$ cat config.mk
export PLATFORM = sky130hd
export DESIGN_NAME = hhtu_front
export DESIGN_NICKNAME = d
export VERILOG_FILES = /design/src/hw/rtl/hht_pkg.sv /design/src/hw/rtl/hhtu_front.sv
export SDC_FILE = /design/constraint.sdc
export NUM_CORES = 1
export LEC_CHECK = 0
export ABC_AREA = 1
export BUFFER_PORTS_ARGS = -buffer_cell sky130_fd_sc_hd__buf_2
export CAP_MARGIN = 20
export CORE_ASPECT_RATIO = 2
export CORE_MARGIN = 3
export CORE_UTILIZATION = 44
export DETAILED_ROUTE_END_ITERATION = 10
export GPL_TIMING_DRIVEN = 0
export MAX_ROUTING_LAYER = met4
export PLACE_DENSITY = 0.86
export REMOVE_ABC_BUFFERS = 1
export SLEW_MARGIN = 20
export SYNTH_ARGS = -nofsm -noshare
export SYNTH_HDL_FRONTEND = slang
export SYNTH_SLANG_ARGS = --single-unit
$ cat constraint.sdc
create_clock -name vclk -period 6.8
set_clock_uncertainty 0.05 [all_clocks]
set_input_delay 1.36 -clock vclk [all_inputs]
set_output_delay 1.36 -clock vclk [all_outputs]
set_load 0.02 [all_outputs]
$ cat src/hw/rtl/hht_pkg.sv
package hht_pkg;

    localparam int SIDE_DEFAULT = 32;
    localparam int QUEUE_DEPTH  = 2;
    localparam int IN_TDATA_W   = 56;
    localparam int OUT_TDATA_W  = 32;

    localparam logic [7:0]         WEIGHT_BASE   = 8'd150;
    localparam logic [7:0]         WEIGHT_LIN    = 8'd5;
    localparam logic [7:0]         WEIGHT_CUTOFF = 8'd10;
    localparam logic signed [31:0] MAX_FLOOR     = 32'shC000_0000;

    typedef enum logic [2:0] {
        CMD_CREDIT   = 3'd0,
        CMD_PENALIZE = 3'd1,
        CMD_ADJUST   = 3'd2,
        CMD_AGE      = 3'd3,
        CMD_CLEAR    = 3'd4,
        CMD_SCORE    = 3'd5,
        CMD_MAX      = 3'd6
    } cmd_t;

    typedef enum logic [2:0] {
        OP_NOP,
        OP_UPDATE,
        OP_READ,
        OP_AGE,
        OP_CLEAR,
        OP_MAX
    } op_t;

    typedef struct packed {
        op_t                op;
        logic signed [32:0] operand;
    } item_t;

    typedef enum logic [2:0] {
        BK_INIT,
        BK_IDLE,
        BK_CELL,
        BK_SWEEP,
        BK_DRAIN,
        BK_RESULT
    } bk_state_t;

    // max(0, 150 - 5d - d*d), nonzero only below depth 10
    function automatic logic [7:0] depth_weight(input logic [7:0] d);
        logic [15:0] w;
        w = 16'(WEIGHT_BASE) - 16'(d[3:0]) * 16'(WEIGHT_LIN) - 16'(d[3:0]) * 16'(d[3:0]);
        if (d < WEIGHT_CUTOFF)
        begin
            return w[7:0];
        end
        return 8'd0;
    endfunction

endpackage

$ cat src/hw/rtl/hhtu_front.sv
module hhtu_front #(
    parameter int SIDE = hht_pkg::SIDE_DEFAULT,
    localparam int AW = $clog2(SIDE * SIDE)
) (
    input  logic                              s_tvalid,
    output logic                              s_tready,
    input  logic [hht_pkg::IN_TDATA_W-1:0]    s_tdata,
    input  logic                              q_full,
    input  logic                              init_busy,
    output logic                              q_push,
    output logic [AW-1:0]                     q_addr,
    output hht_pkg::item_t                    q_item
);

    localparam int IW = AW + 6;
    localparam logic [6:0] SIDE_V = 7'(SIDE);

    logic [2:0]         cmd;
    logic               is_pass;
    logic [4:0]         col_index;
    logic [4:0]         row_index;
    logic [7:0]         search_depth;
    logic signed [31:0] adjust_amount;
    logic               cell_ok;
    logic [IW-1:0]      idx_wide;
    logic [7:0]         weight;

    assign cmd           = s_tdata[2:0];
    assign is_pass       = s_tdata[3];
    assign col_index     = s_tdata[8:4];
    assign row_index     = s_tdata[13:9];
    assign search_depth  = s_tdata[21:14];
    assign adjust_amount = s_tdata[53:22];

    assign s_tready = !q_full && !init_busy;
    assign q_push   = s_tvalid && s_tready;

    assign cell_ok  = !is_pass && ({2'b00, col_index} < SIDE_V) && ({2'b00, row_index} < SIDE_V);
    assign idx_wide = IW'(col_index) * IW'(SIDE) + IW'(row_index);
    assign q_addr   = idx_wide[AW-1:0];
    assign weight   = hht_pkg::depth_weight(search_depth);

    always_comb
    begin
        q_item.op      = hht_pkg::OP_NOP;
        q_item.operand = '0;
        case (hht_pkg::cmd_t'(cmd))
            hht_pkg::CMD_CREDIT:
            begin
                q_item.op      = cell_ok ? hht_pkg::OP_UPDATE : hht_pkg::OP_NOP;
                q_item.operand = 33'(weight);
            end
            hht_pkg::CMD_PENALIZE:
            begin
                q_item.op      = cell_ok ? hht_pkg::OP_UPDATE : hht_pkg::OP_NOP;
                q_item.operand = -(33'(weight));
            end
            hht_pkg::CMD_ADJUST:
            begin
                q_item.op      = cell_ok ? hht_pkg::OP_UPDATE : hht_pkg::OP_NOP;
                q_item.operand = {adjust_amount[31], adjust_amount};
            end
            hht_pkg::CMD_AGE:   q_item.op = hht_pkg::OP_AGE;
            hht_pkg::CMD_CLEAR: q_item.op = hht_pkg::OP_CLEAR;
            hht_pkg::CMD_SCORE: q_item.op = cell_ok ? hht_pkg::OP_READ : hht_pkg::OP_NOP;
            hht_pkg::CMD_MAX:   q_item.op = hht_pkg::OP_MAX;
            default:            q_item.op = hht_pkg::OP_NOP;
        endcase
    end

endmodule

Yosys cells after proc, flatten, opt, wreduce, memory -nomap -nowiden
Index checks and enable logic that the tools add are counted.

Magnitude comparators: 1. Multipliers: 2. Eq/ne operators: 6. Multiplexer cells: 7. Add/subtract/negate cells: 4. Reductions and logical operators: 6.

Operator list (count): $pmux W33 S3 (1); $neg A8 Y33 (1); $mux W8 (2); $pmux W3 S5 (1); $add A10 B5 Y10 (1); $eq A3 B3 Y1 const B (3); $lt A8 B4 Y1 const B (1); $mul A4 B4 Y8 (1); $sub A8 B7 Y8 const A (1); $sub A8 B8 Y8 (1); $mul A4 B3 Y7 const B (1); $eq A3 B2 Y1 const B (2); $eq A3 B1 Y1 const B (1); $logic_not A3 Y1 (1); $reduce_or A3 Y1 (1); $logic_and A1 B1 Y1 (2); $logic_not A1 Y1 (2); $mux W1 (2); $mux W2 (1).

Word-level logic and storage cells: 26. Input port bits: 59. Output and inout port bits: 48. Register bits after elaboration: 0.

Longest topological paths before layout
Word-level depth: 7. Gate-level depth with buffers: 21. Gate-level depth less buffers: 21.

Worst setup path after synthesis
OpenSTA, ideal clock, no wires.

Path kind: input to output. Start point: input port s_tdata[17] (netlist bit). End point: output port q_item[15] (netlist bit). Data arrival time: 4812 ps. Cell stages on the path: 19. Setup slack: 578 ps. Cells stage by stage: inv_1 > nor2_1 > ha_1 > inv_1 > ha_1 > inv_1 > fa_1 > inv_1 > fa_1 > fa_1 > nand2_1 > nand2_1 > nor3_1 > nor2_2 > nand3_2 > inv_1 > ha_1 > or2_2 > nand2_1.

RTL lines: start, declared (line hhtu_front.sv:7) `input logic [hht_pkg::IN_TDATA_W-1:0] s_tdata,`; end, declared (line hhtu_front.sv:12) `output hht_pkg::item_t q_item`.

==> flow_summary_export.csv <==
group,metric,value,unit
outcome,outcome,"finished clean",
drt,drtIter0Drc,6,
grt,grt_usage,16.7,%
timing,worst_pin_slew,844,ps
synthesis,syn-mean-instance-area,6.40,um^2
timing,finalWorstSetupSlack,259,ps
pwr,power_frac_comb,100.0,%
drt,ant_nets,0,
critical_path,cp-end-kind,"primary output",
synthesis,synth_top_family_by_area,"simple AND/OR/NAND/NOR gates",
grt,overflow,0,
critical_path,cp_cell_sequence,"buf_2 > inv_1 > nor2_1 > ha_1 > inv_1 > ha_1 > inv_1 > fa_1 > inv_1 > fa_1 > fa_1 > nand2_1 > nand2_1 > nor3_4 > nor2_2 > nand3_4 > inv_1 > ha_1 > or2_2 > nand2_1 > buf_2",
timing,finalSetupTns,0,ps
drt,wirelength,3.68,mm
synthesis,ys_types,31,
pwr,pwr-share-clk,0,%
die,rows,29,
die,fp.dieArea,4280,um^2
critical_path,cp.arrival,5130,ps
synthesis,synth-adder-area-share,25.6,%
pwr,vdd_drop_max,0.116,mV
pwr,p_sw_share,63.4,%
critical_path,crit_top_cell,"inv_1",
placement,place_congestion,0.819,
grt,grt_max_degree,33,
final_layout,final_common_cell,"buf_2",
synthesis,synth_xor_area_share,1.14,%
synthesis,synthCells,240,
hold_path,hp-class,"primary input to primary output",
critical_path,path_max_fanout,6,
pwr,pwr-share-seq,0,%
final_layout,register_area,0,um^2
synthesis,synth-simple-area-share,47.4,%
final_layout,design.seq.count,0,
job,cap_violations,0,
final_layout,nClkBuffers,0,
drt,routed_via_density,4.98,
timing,slew_headroom,43.6,%
final_layout,nets,396,
placement,portBuffers,85,
die,die_h,89.5,um
die,pin_count,107,
hold_path,min_path_cells,0,
critical_path,crit_path_max_incr_delay,520,ps
critical_path,worst_path_max_delay_cell,"fa_1",
die,initial_core_util,47.0,%
final_layout,drive_gt1_share,36.9,%
placement,place_ws,11.8,ps
final_layout,n_antenna_cell,0,
timing,setup_viol_count_final,0,
drt,drt_pass1_iterations,4,
critical_path,required,5390,ps
timing,whs,2670,ps
timing,max_freq,0.153,GHz
clock_tree,post_cts_buffers,0,
synthesis,synth_area,1540,um^2
synthesis,synth_compound_area_share,6.60,%
die,core,3270,um^2
pwr,power.internal,0.0855,mW
pwr,p_per_area,123,nW/um^2
timing,final_max_slew_viol_count,0,
pwr,p_sw,0.148,mW
final_layout,nFillCells,333,
timing,finalCriticalPeriod,6540,ps
drt,wl_per_cell,10.8,um
timing,period_share,96.2,%
timing,rsz0062_at_grt,"no",
final_layout,area_growth,23.4,%
final_layout,mostFrequentLayoutCells,"85 x buf_2, 68 x nand2_1, 43 x inv_1",
hold_path,hold_start,"s_tdata[10]",
hold_path,hold_path_end,"q_addr[1]",
timing,final_hold_viol_count,0,
synthesis,muxShareOfSynthArea,0,%
placement,dp.final_hpwl,3.30,mm
grt,grt_pass1_wl,5.52,mm
grt,antenna_found_initial,0,
grt,first_global_vias,1467,
critical_path,critPathKind,"primary input to primary output",
drt,route.detailed.drc,0,
synthesis,yosysSeqAreaShare,0,%
critical_path,startpoint_type,"primary input",
pwr,power_leakage,1.31,nW
die,dieWidth,47.8,um
drt,num_vias,1692,
synthesis,ys.warnings.count,0,
repair_timing:
action,in CTS,in global routing
endpoints found under the setup margin,0,4
hold buffers,0,0
resized for setup,0,4
area by class of cell:
type	instances	area, um^2	area share (%)
well taps	31	38.8	2.05
repair buffers	85	425	22.5
inverters	43	161	8.52
multi-input cells	181	1270	67.0
how the worst max path moves through the flow:
stage / endpoint / from / slack (ps) / cells past startpoint
6_report: q_item[31] / s_tdata[17] / 260 / 21
5_1_grt: q_item[15] / s_tdata[17] / 30 / 21
4_1_cts: q_item[31] / s_tdata[17] / 3 / 21
3_5_place_dp: q_item[31] / s_tdata[17] / 10 / 21
3_3_place_gp: q_item[31] / s_tdata[17] / 40 / 21
2_1_floorplan: q_item[15] / s_tdata[17] / 580 / 19
cells by family after synthesis:
group,Yosys count
AND/OR/NAND/NOR,135
buffers and inverters,59
XOR/XNOR,2
adder cells (fa/ha/maj),26
AO/OA/AOI/OAI,17
other,1
through the flow:
| stage | cell area, um^2 | power [mW] | util (%) | std cells |
|---|---|---|---|---|
| detailed placement | 1870 | 0.229 | 57.2 | 340 |
| floorplan | 1400 | 0.173 | - | 224 |
| CTS | 1870 | 0.230 | 57.2 | 340 |
| global route | 1890 | 0.273 | 58.0 | 340 |
| finish | 1890 | 0.234 | 58.0 | 340 |
| global placement | 1870 | 0.221 | 57.2 | 340 |
power groups by stage:
stage | Sequential, mW | Clock, mW | Combinational (mW)
global placement | 0 | 0 | 0.221
detailed placement | 0 | 0 | 0.229
floorplan | 0 | 0 | 0.173
global route | 0 | 0 | 0.273
finish | 0 | 0 | 0.234
CTS | 0 | 0 | 0.230
worst max-delay path: cells and delay by family:
family | cells | cell delay (ps)
adders and majority gates | 6 | 2150
and+or+nand+nor | 8 | 1010
buffers and inverters | 7 | 610
metal layers:
metal	up-vias	part of all wire [%]	GRT usage (%)
met2	72	58	33.7
met5	-	0	-
met4	0	2.0	3.43
li1	882	-	-
met3	8	8.9	3.43
met1	730	31	14.2
cells in the mapped netlist (3+ instances only):
| cell | n | share of area, % |
|---|---|---|
| inv_1 | 43 | 11 |
| fa_1 | 9 | 12 |
| a21oi_1 | 6 | 2.0 |
| nand2_4 | 3 | 2.2 |
| nand3_2 | 14 | 9.1 |
| buf_4 | 10 | 4.9 |
| nor2_1 | 14 | 3.4 |
| o21ai_0 | 7 | 2.3 |
| nand2_2 | 3 | 1.2 |
| nand2_1 | 68 | 17 |
| ha_1 | 17 | 14 |
| nand3_1 | 21 | 6.8 |
(Power assumes the default switching activity.)
