$ cat src/hw/rtl/hht_pkg.sv
package hht_pkg;

    localparam int SIDE_DEFAULT = 32;
    localparam int QUEUE_DEPTH  = 2;
    localparam int IN_TDATA_W   = 56;
    localparam int OUT_TDATA_W  = 32;

    localparam logic [7:0]         WEIGHT_BASE   = 8'd150;
    localparam logic [7:0]         WEIGHT_LIN    = 8'd5;
    localparam logic [7:0]         WEIGHT_CUTOFF = 8'd10;
    localparam logic signed [31:0] MAX_FLOOR     = 32'shC000_0000;

    typedef enum logic [2:0] {
        CMD_CREDIT   = 3'd0,
        CMD_PENALIZE = 3'd1,
        CMD_ADJUST   = 3'd2,
        CMD_AGE      = 3'd3,
        CMD_CLEAR    = 3'd4,
        CMD_SCORE    = 3'd5,
        CMD_MAX      = 3'd6
    } cmd_t;

    typedef enum logic [2:0] {
        OP_NOP,
        OP_UPDATE,
        OP_READ,
        OP_AGE,
        OP_CLEAR,
        OP_MAX
    } op_t;

    typedef struct packed {
        op_t                op;
        logic signed [32:0] operand;
    } item_t;

    typedef enum logic [2:0] {
        BK_INIT,
        BK_IDLE,
        BK_CELL,
        BK_SWEEP,
        BK_DRAIN,
        BK_RESULT
    } bk_state_t;

    // max(0, 150 - 5d - d*d), nonzero only below depth 10
    function automatic logic [7:0] depth_weight(input logic [7:0] d);
        logic [15:0] w;
        w = 16'(WEIGHT_BASE) - 16'(d[3:0]) * 16'(WEIGHT_LIN) - 16'(d[3:0]) * 16'(d[3:0]);
        if (d < WEIGHT_CUTOFF)
        begin
            return w[7:0];
        end
        return 8'd0;
    endfunction

endpackage

$ cat src/hw/rtl/hhtu_fifo.sv
module hhtu_fifo #(
    parameter int DATA_W = 8
) (
    input  logic              clk,
    input  logic              rst_n,
    input  logic              push,
    input  logic [DATA_W-1:0] push_data,
    output logic              full,
    input  logic              pop,
    output logic              head_valid,
    output logic [DATA_W-1:0] head_data
);

    localparam int DEPTH = hht_pkg::QUEUE_DEPTH;
    localparam int PW    = $clog2(DEPTH);
    localparam int CW    = $clog2(DEPTH + 1);

    logic [DATA_W-1:0] slot_reg [DEPTH];
    logic [PW-1:0]     wr_ptr_reg, wr_ptr_next;
    logic [PW-1:0]     rd_ptr_reg, rd_ptr_next;
    logic [CW-1:0]     count_reg, count_next;

    assign full       = (count_reg == CW'(DEPTH));
    assign head_valid = (count_reg != '0);
    assign head_data  = slot_reg[rd_ptr_reg];

    always_comb
    begin
        wr_ptr_next = push ? wr_ptr_reg + 1'b1 : wr_ptr_reg;
        rd_ptr_next = pop ? rd_ptr_reg + 1'b1 : rd_ptr_reg;
        count_next  = count_reg + CW'(push) - CW'(pop);
    end

    always_ff @(posedge clk or negedge rst_n)
    begin
        if (!rst_n)
        begin
            wr_ptr_reg <= '0;
            rd_ptr_reg <= '0;
            count_reg  <= '0;
        end
        else
        begin
            wr_ptr_reg <= wr_ptr_next;
            rd_ptr_reg <= rd_ptr_next;
            count_reg  <= count_next;
        end
    end

    always_ff @(posedge clk)
    begin
        if (push)
        begin
            slot_reg[wr_ptr_reg] <= push_data;
        end
    end

endmodule

$ cat config.mk
export PLATFORM = sky130hd
export DESIGN_NAME = hhtu_fifo
export DESIGN_NICKNAME = d
export VERILOG_FILES = /design/src/hw/rtl/hht_pkg.sv /design/src/hw/rtl/hhtu_fifo.sv
export SDC_FILE = /design/constraint.sdc
export NUM_CORES = 1
export LEC_CHECK = 0
export ABC_CLOCK_PERIOD_IN_PS = 1200
export BUFFER_PORTS_ARGS = -buffer_cell sky130_fd_sc_hd__buf_2
export CAP_MARGIN = 20
export CELL_PAD_IN_SITES_DETAIL_PLACEMENT = 1
export CELL_PAD_IN_SITES_GLOBAL_PLACEMENT = 1
export CORE_ASPECT_RATIO = 1.4
export CORE_MARGIN = 3
export CORE_UTILIZATION = 39
export CTS_BUF_LIST = sky130_fd_sc_hd__clkbuf_8
export CTS_CLUSTER_SIZE = 28
export DETAILED_ROUTE_END_ITERATION = 16
export GPL_TIMING_DRIVEN = 0
export PLACE_DENSITY = 0.83
export SYNTH_ARGS = -nofsm -noshare
export SYNTH_HDL_FRONTEND = slang
export SYNTH_SLANG_ARGS = --single-unit
$ cat constraint.sdc
create_clock -name clk -period 1.2 [get_ports clk]
set_input_delay 0.12 -clock clk [delete_from_list [all_inputs] [get_ports clk]]
set_output_delay 0.12 -clock clk [all_outputs]
set_load 0.005 [all_outputs]
======== Yosys cells after proc, flatten, opt, wreduce, memory -nomap -nowiden ========
Memory sizes are Yosys's and may differ from the RTL's.
Index checks and enable logic that the tools add are counted.
storage, ports and cells
  bits of input ports ..................... 12
  memories ................................ 1
  word-level logic and storage cells ...... 12
  bits in registers ....................... 4
  RAM bits ................................ 16
  output and inout port bits .............. 10
memories
  memory    depth  bits a word  rd ports  clocked after memory_dff  wr ports  line             RTL
  slot_reg  2      8            1         0                         1         hhtu_fifo.sv:18  logic [DATA_W-1:0] slot_reg [DEPTH];
cells by class
  reductions and logical operators ........ 1
  add/subtract/negate cells ............... 4
  eq/ne operators ......................... 1
  muxes and demuxes ....................... 2
operators by type and width
  cell                   number
  $add A1 B1 Y1 const B  2
  $add A2 B1 Y2          1
  $eq A2 B2 Y1 const B   1
  $mux W1                2
  $reduce_bool A2 Y1     1
  $sub A2 B1 Y2          1

======== Logic depth before layout (Yosys ltp) ========
  word-level depth ........................ 2
  mapped depth ............................ 5
  depth with buffers taken out ............ 5

======== Worst setup path before layout ========
OpenSTA, ideal clock, no wires.
  kind .................................... reg2reg
  start point ............................. register count_reg[0]
  end point ............................... register count_reg[1]
  required time ........................... 1.065 ns
  library setup time ...................... 0.135 ns
  setup slack ............................. -0.105 ns
  cell stages (with the launch flop) ...... 6
  arrival time ............................ 1.170 ns
  path through ............................ dfrtp_1 inv_1 ha_1 inv_1 ha_1 xor3_1
on the way
  cells in the longest elaborated chain, start to end .. 2
ends and longest elaborated chain
  item                     line             RTL
  start, declared          hhtu_fifo.sv:21  logic [CW-1:0] count_reg, count_next;
  start signal, assigned   hhtu_fifo.sv:46  count_reg <= count_next;
  $add A2 B1 Y2            hhtu_fifo.sv:31  count_next = count_reg + CW'(push) - CW'(pop);
  $sub A2 B1 Y2            hhtu_fifo.sv:31
  named net count_next[1]  hhtu_fifo.sv:21
The timed path passes the listed nets, and every way through them passes these cells.
A chain may end at the register's enable or synchronous reset.

======== Final worst setup path ========
  start point ............................. register rd_ptr_reg
  end point ............................... output port head_data[5]
on the way
  cells in the longest elaborated chain, start to end .. 1
ends and longest elaborated chain
  item                    line             RTL
  start, declared         hhtu_fifo.sv:20  logic [PW-1:0] rd_ptr_reg, rd_ptr_next;
  start signal, assigned  hhtu_fifo.sv:45  rd_ptr_reg <= rd_ptr_next;
  $mem_v2 Z2 W8           n/a
  end, declared           hhtu_fifo.sv:11  output logic [DATA_W-1:0] head_data
Every way passes these cells.

==> impl_metrics.tcl <==
set metrics [dict create \
    pwr_density_cell_nw_per_um2 2310 \
    synth_area_leader_cell "edfxtp_1" \
    post-place-ws_ns -0.196 \
    dieArea_sq_um 2670 \
    tns_ns -0.984 \
    pwr-share-clk_pct 19.5 \
    synth_cells 40 \
    cp_data_arrival_time_ns 1.20 \
    min_to "slot_reg[1][5]" \
    core_sq_um 1870 \
    hold_violations 0 \
    antenna_found_initial 0 \
    synth_xor_area_share_pct 5.09 \
    synth.distinct_cells 11 \
    clk_path_buf_depth 2 \
    synth_adder_area_share_pct 3.09 \
    netlist_area_sq_um 811 \
    p_leak_nw 0.478 \
    p_int_w 0.00190 \
    overflow 0 \
    drive_gt1_share_pct 58.8 \
    ir_drop_mv 1.27 \
    area_growth_pct 34.6 \
    final_cell_area_sq_um 1090 \
    rsz0062_at_grt "true" \
    p_sw_w 0.000629 \
    path_max_fanout 9 \
    critPathLaunchType "register" \
    period_minus_slack_ns 1.32 \
    die_width_microns 44.5 \
    crit_required_ns 1.08 \
    grt_max_degree 12 \
    syn_nets 54 \
    swShare_pct 24.9 \
    synth_top_area_share_pct 59.3 \
    tightest_slew_ns 0.256 \
    path_cells "buf_6, mux2_4, buf_6" \
    crit_family "flip-flops" \
    nets 83 \
    cts.clk_slew.worst_paths_ns 0.07 \
    viasPerCell 4.80 \
    place_hpwl_microns 941 \
    dr.pass1.iters 2 \
    ys_ff_latch 20 \
    diodes 0 \
    min_path_type "primary input to register" \
    cts.root.buffer_cell "clkbuf_8" \
    fmax_ghz 0.760 \
    critPathKind "register to output port" \
    report.final.setup_viol 10 \
    timing.rr.start "count_reg[0]" \
    die_y_microns 60.0 \
    io_buffer_count 21 \
    post-route-util_pct 58.4 \
    yosys.area_share.simple_pct 3.09 \
    via_count 422 \
    combPwrFrac_pct 39.7 \
    grt_usage_pct 10.3 \
    start_util_pct 43.4 \
    seq_power_share_pct 40.8 \
    num_rows 18 \
    numCtsBuffers 3 \
    status "complete, but fails checks" \
    worstReg2RegEnd "count_reg[1]" \
    synth_seq_area_share_pct 71.6 \
    worstHoldPathCells 1 \
    clock-sinks 20 \
    clk_latency_ns 0.25 \
    htreeDepth 1 \
    path_buf_inv 2 \
    initialDrtViolationCount 4 \
    hold_ws_ns 0.0557 \
    grt_pass1_vias 470 \
    cp_slowest_stage_delay_ns 0.38 \
    worstSetupEndpointType "output port" \
    path_depth 3 \
    largest_reg_flops 16 \
    critical_path.most_common_cell "buf_6" \
    synth_top_family_by_area "multiplexers" \
    wirelength_microns 1250 \
    syn_avg_cell_area_sq_um 20.3 \
    violations "negative setup slack" \
    synthTopCellsByArea "edfxtp_1 (59%), mux2_4 (15%), dfrtp_1 (12%)" \
    io_pins 22 \
    synth-compound-area-share_pct 0 \
    fillers 178 \
    max-slew-margin-rel_pct 82.9 \
    placed_cell_area_sq_um 941 \
    wl_per_cell_microns 14.1 \
    cts_tree "done" \
    cpMaxStageDelayCell "dfrtp_1" \
    drc 0 \
    ys_warn_count 0 \
    muxShareOfSynthArea_pct 14.8 \
    antenna_left 0 \
    drv_cap 0 \
    slew_violations 0 \
    gp_congestion 0.596 \
    min_from "push_data[5]" \
    finalCritPeriodShare_pct 110 \
    setup_ws_ns -0.115 \
    ff2ff_setup_slack_ns -0.04 \
    grt_pass1_wl_microns 1950 \
    reg2reg_depth 5 \
    fin_skew_ns 0.00244 \
]
## synth_stat cells
library cell	n
and2_1	1
buf_6	1
or2_2	1
edfxtp_1	16
xor3_1	1
ha_1	2
dfrtp_1	4
xor2_1	2
nor2b_1	2
mux2_4	8
inv_1	2
## timing repair
item                                   4_1_cts  5_1_grt
gates resized for setup                      9        5
pin swaps                                    0        1
endpoints found under the hold margin        4        0
hold buffers                                 1        0
buffers inserted                             1        1
setup endpoints to repair                   18       17
## logic make-up after synthesis
family / Yosys count
XOR/XNOR: 3
adder cells (fa/ha/maj): 2
buffers and inverters: 3
flip-flops: 20
multiplexers: 8
AND/OR/NAND/NOR: 4
## power by group through the flow
stage	Combinational [W]	Clock, W	Sequential, W
5_1_grt	0.00108	0.000531	0.00105
2_1_floorplan	0.000533	0	0.00101
3_3_place_gp	0.000737	0	0.00102
3_5_place_dp	0.000774	0	0.00104
4_1_cts	0.000945	0.000505	0.00103
6_report	0.00100	0.000492	0.00103
## metal layers
| layer | GRT usage [%] | vias up | share of wire [%] |
|---|---|---|---|
| li1 | - | 200 | - |
| met3 | 2.11 | 0 | 6.1 |
| met1 | 11.0 | 206 | 37 |
| met4 | 5.17 | 0 | 0 |
| met5 | 0 | - | 0 |
| met2 | 18.7 | 16 | 56 |
## worst register-to-register path, delay by kind of cell (launching register included)
family | cells | cell delay (ns)
adder cells (fa/ha/maj) | 2 | 0.45
flip-flops | 1 | 0.35
XOR/XNOR | 1 | 0.21
buffers and inverters | 2 | 0.11
## placed cells by master, fill, tap and decap left out, drive strengths merged
master and count:
dlygate4sd3 1, dfrtp 4, nor2b 2, or2 1, mux2 8, ha 2, and2 1, xor2 2
edfxtp 16, xor3 1, inv 2, buf 24, clkbuf 4
## how the worst max path moves through the flow
stage / slack, ns / from / end
after CTS: -0.13 / rd_ptr_reg / head_data[5]
after detailed placement: -0.20 / wr_ptr_reg / slot_reg[0][0]
after global routing: -0.16 / rd_ptr_reg / head_data[0]
final: -0.12 / rd_ptr_reg / head_data[5]
after global placement: -0.13 / wr_ptr_reg / slot_reg[0][0]
after floorplan: 0.04 / wr_ptr_reg / slot_reg[0][0]
## cell type report
type                       count  area [sq um]  area share [%]
tap                           20          25.0            2.29
clock buffer                   4          55.1            5.05
multi-input combinational     17           225            20.6
timing repair buffer          24           186            17.1
buffer                         1          11.3            1.03
sequential                    20           581            53.2
inverter                       2          7.51           0.688
## per-stage QoR
| step | power [W] | instances |
|---|---|---|
| 2_1_floorplan | 0.00155 | 40 |
| 3_3_place_gp | 0.00176 | 81 |
| 3_5_place_dp | 0.00181 | 81 |
| 4_1_cts | 0.00248 | 87 |
| 5_1_grt | 0.00266 | 88 |
| 6_report | 0.00252 | 88 |
Power figures use the tool's default switching activity.
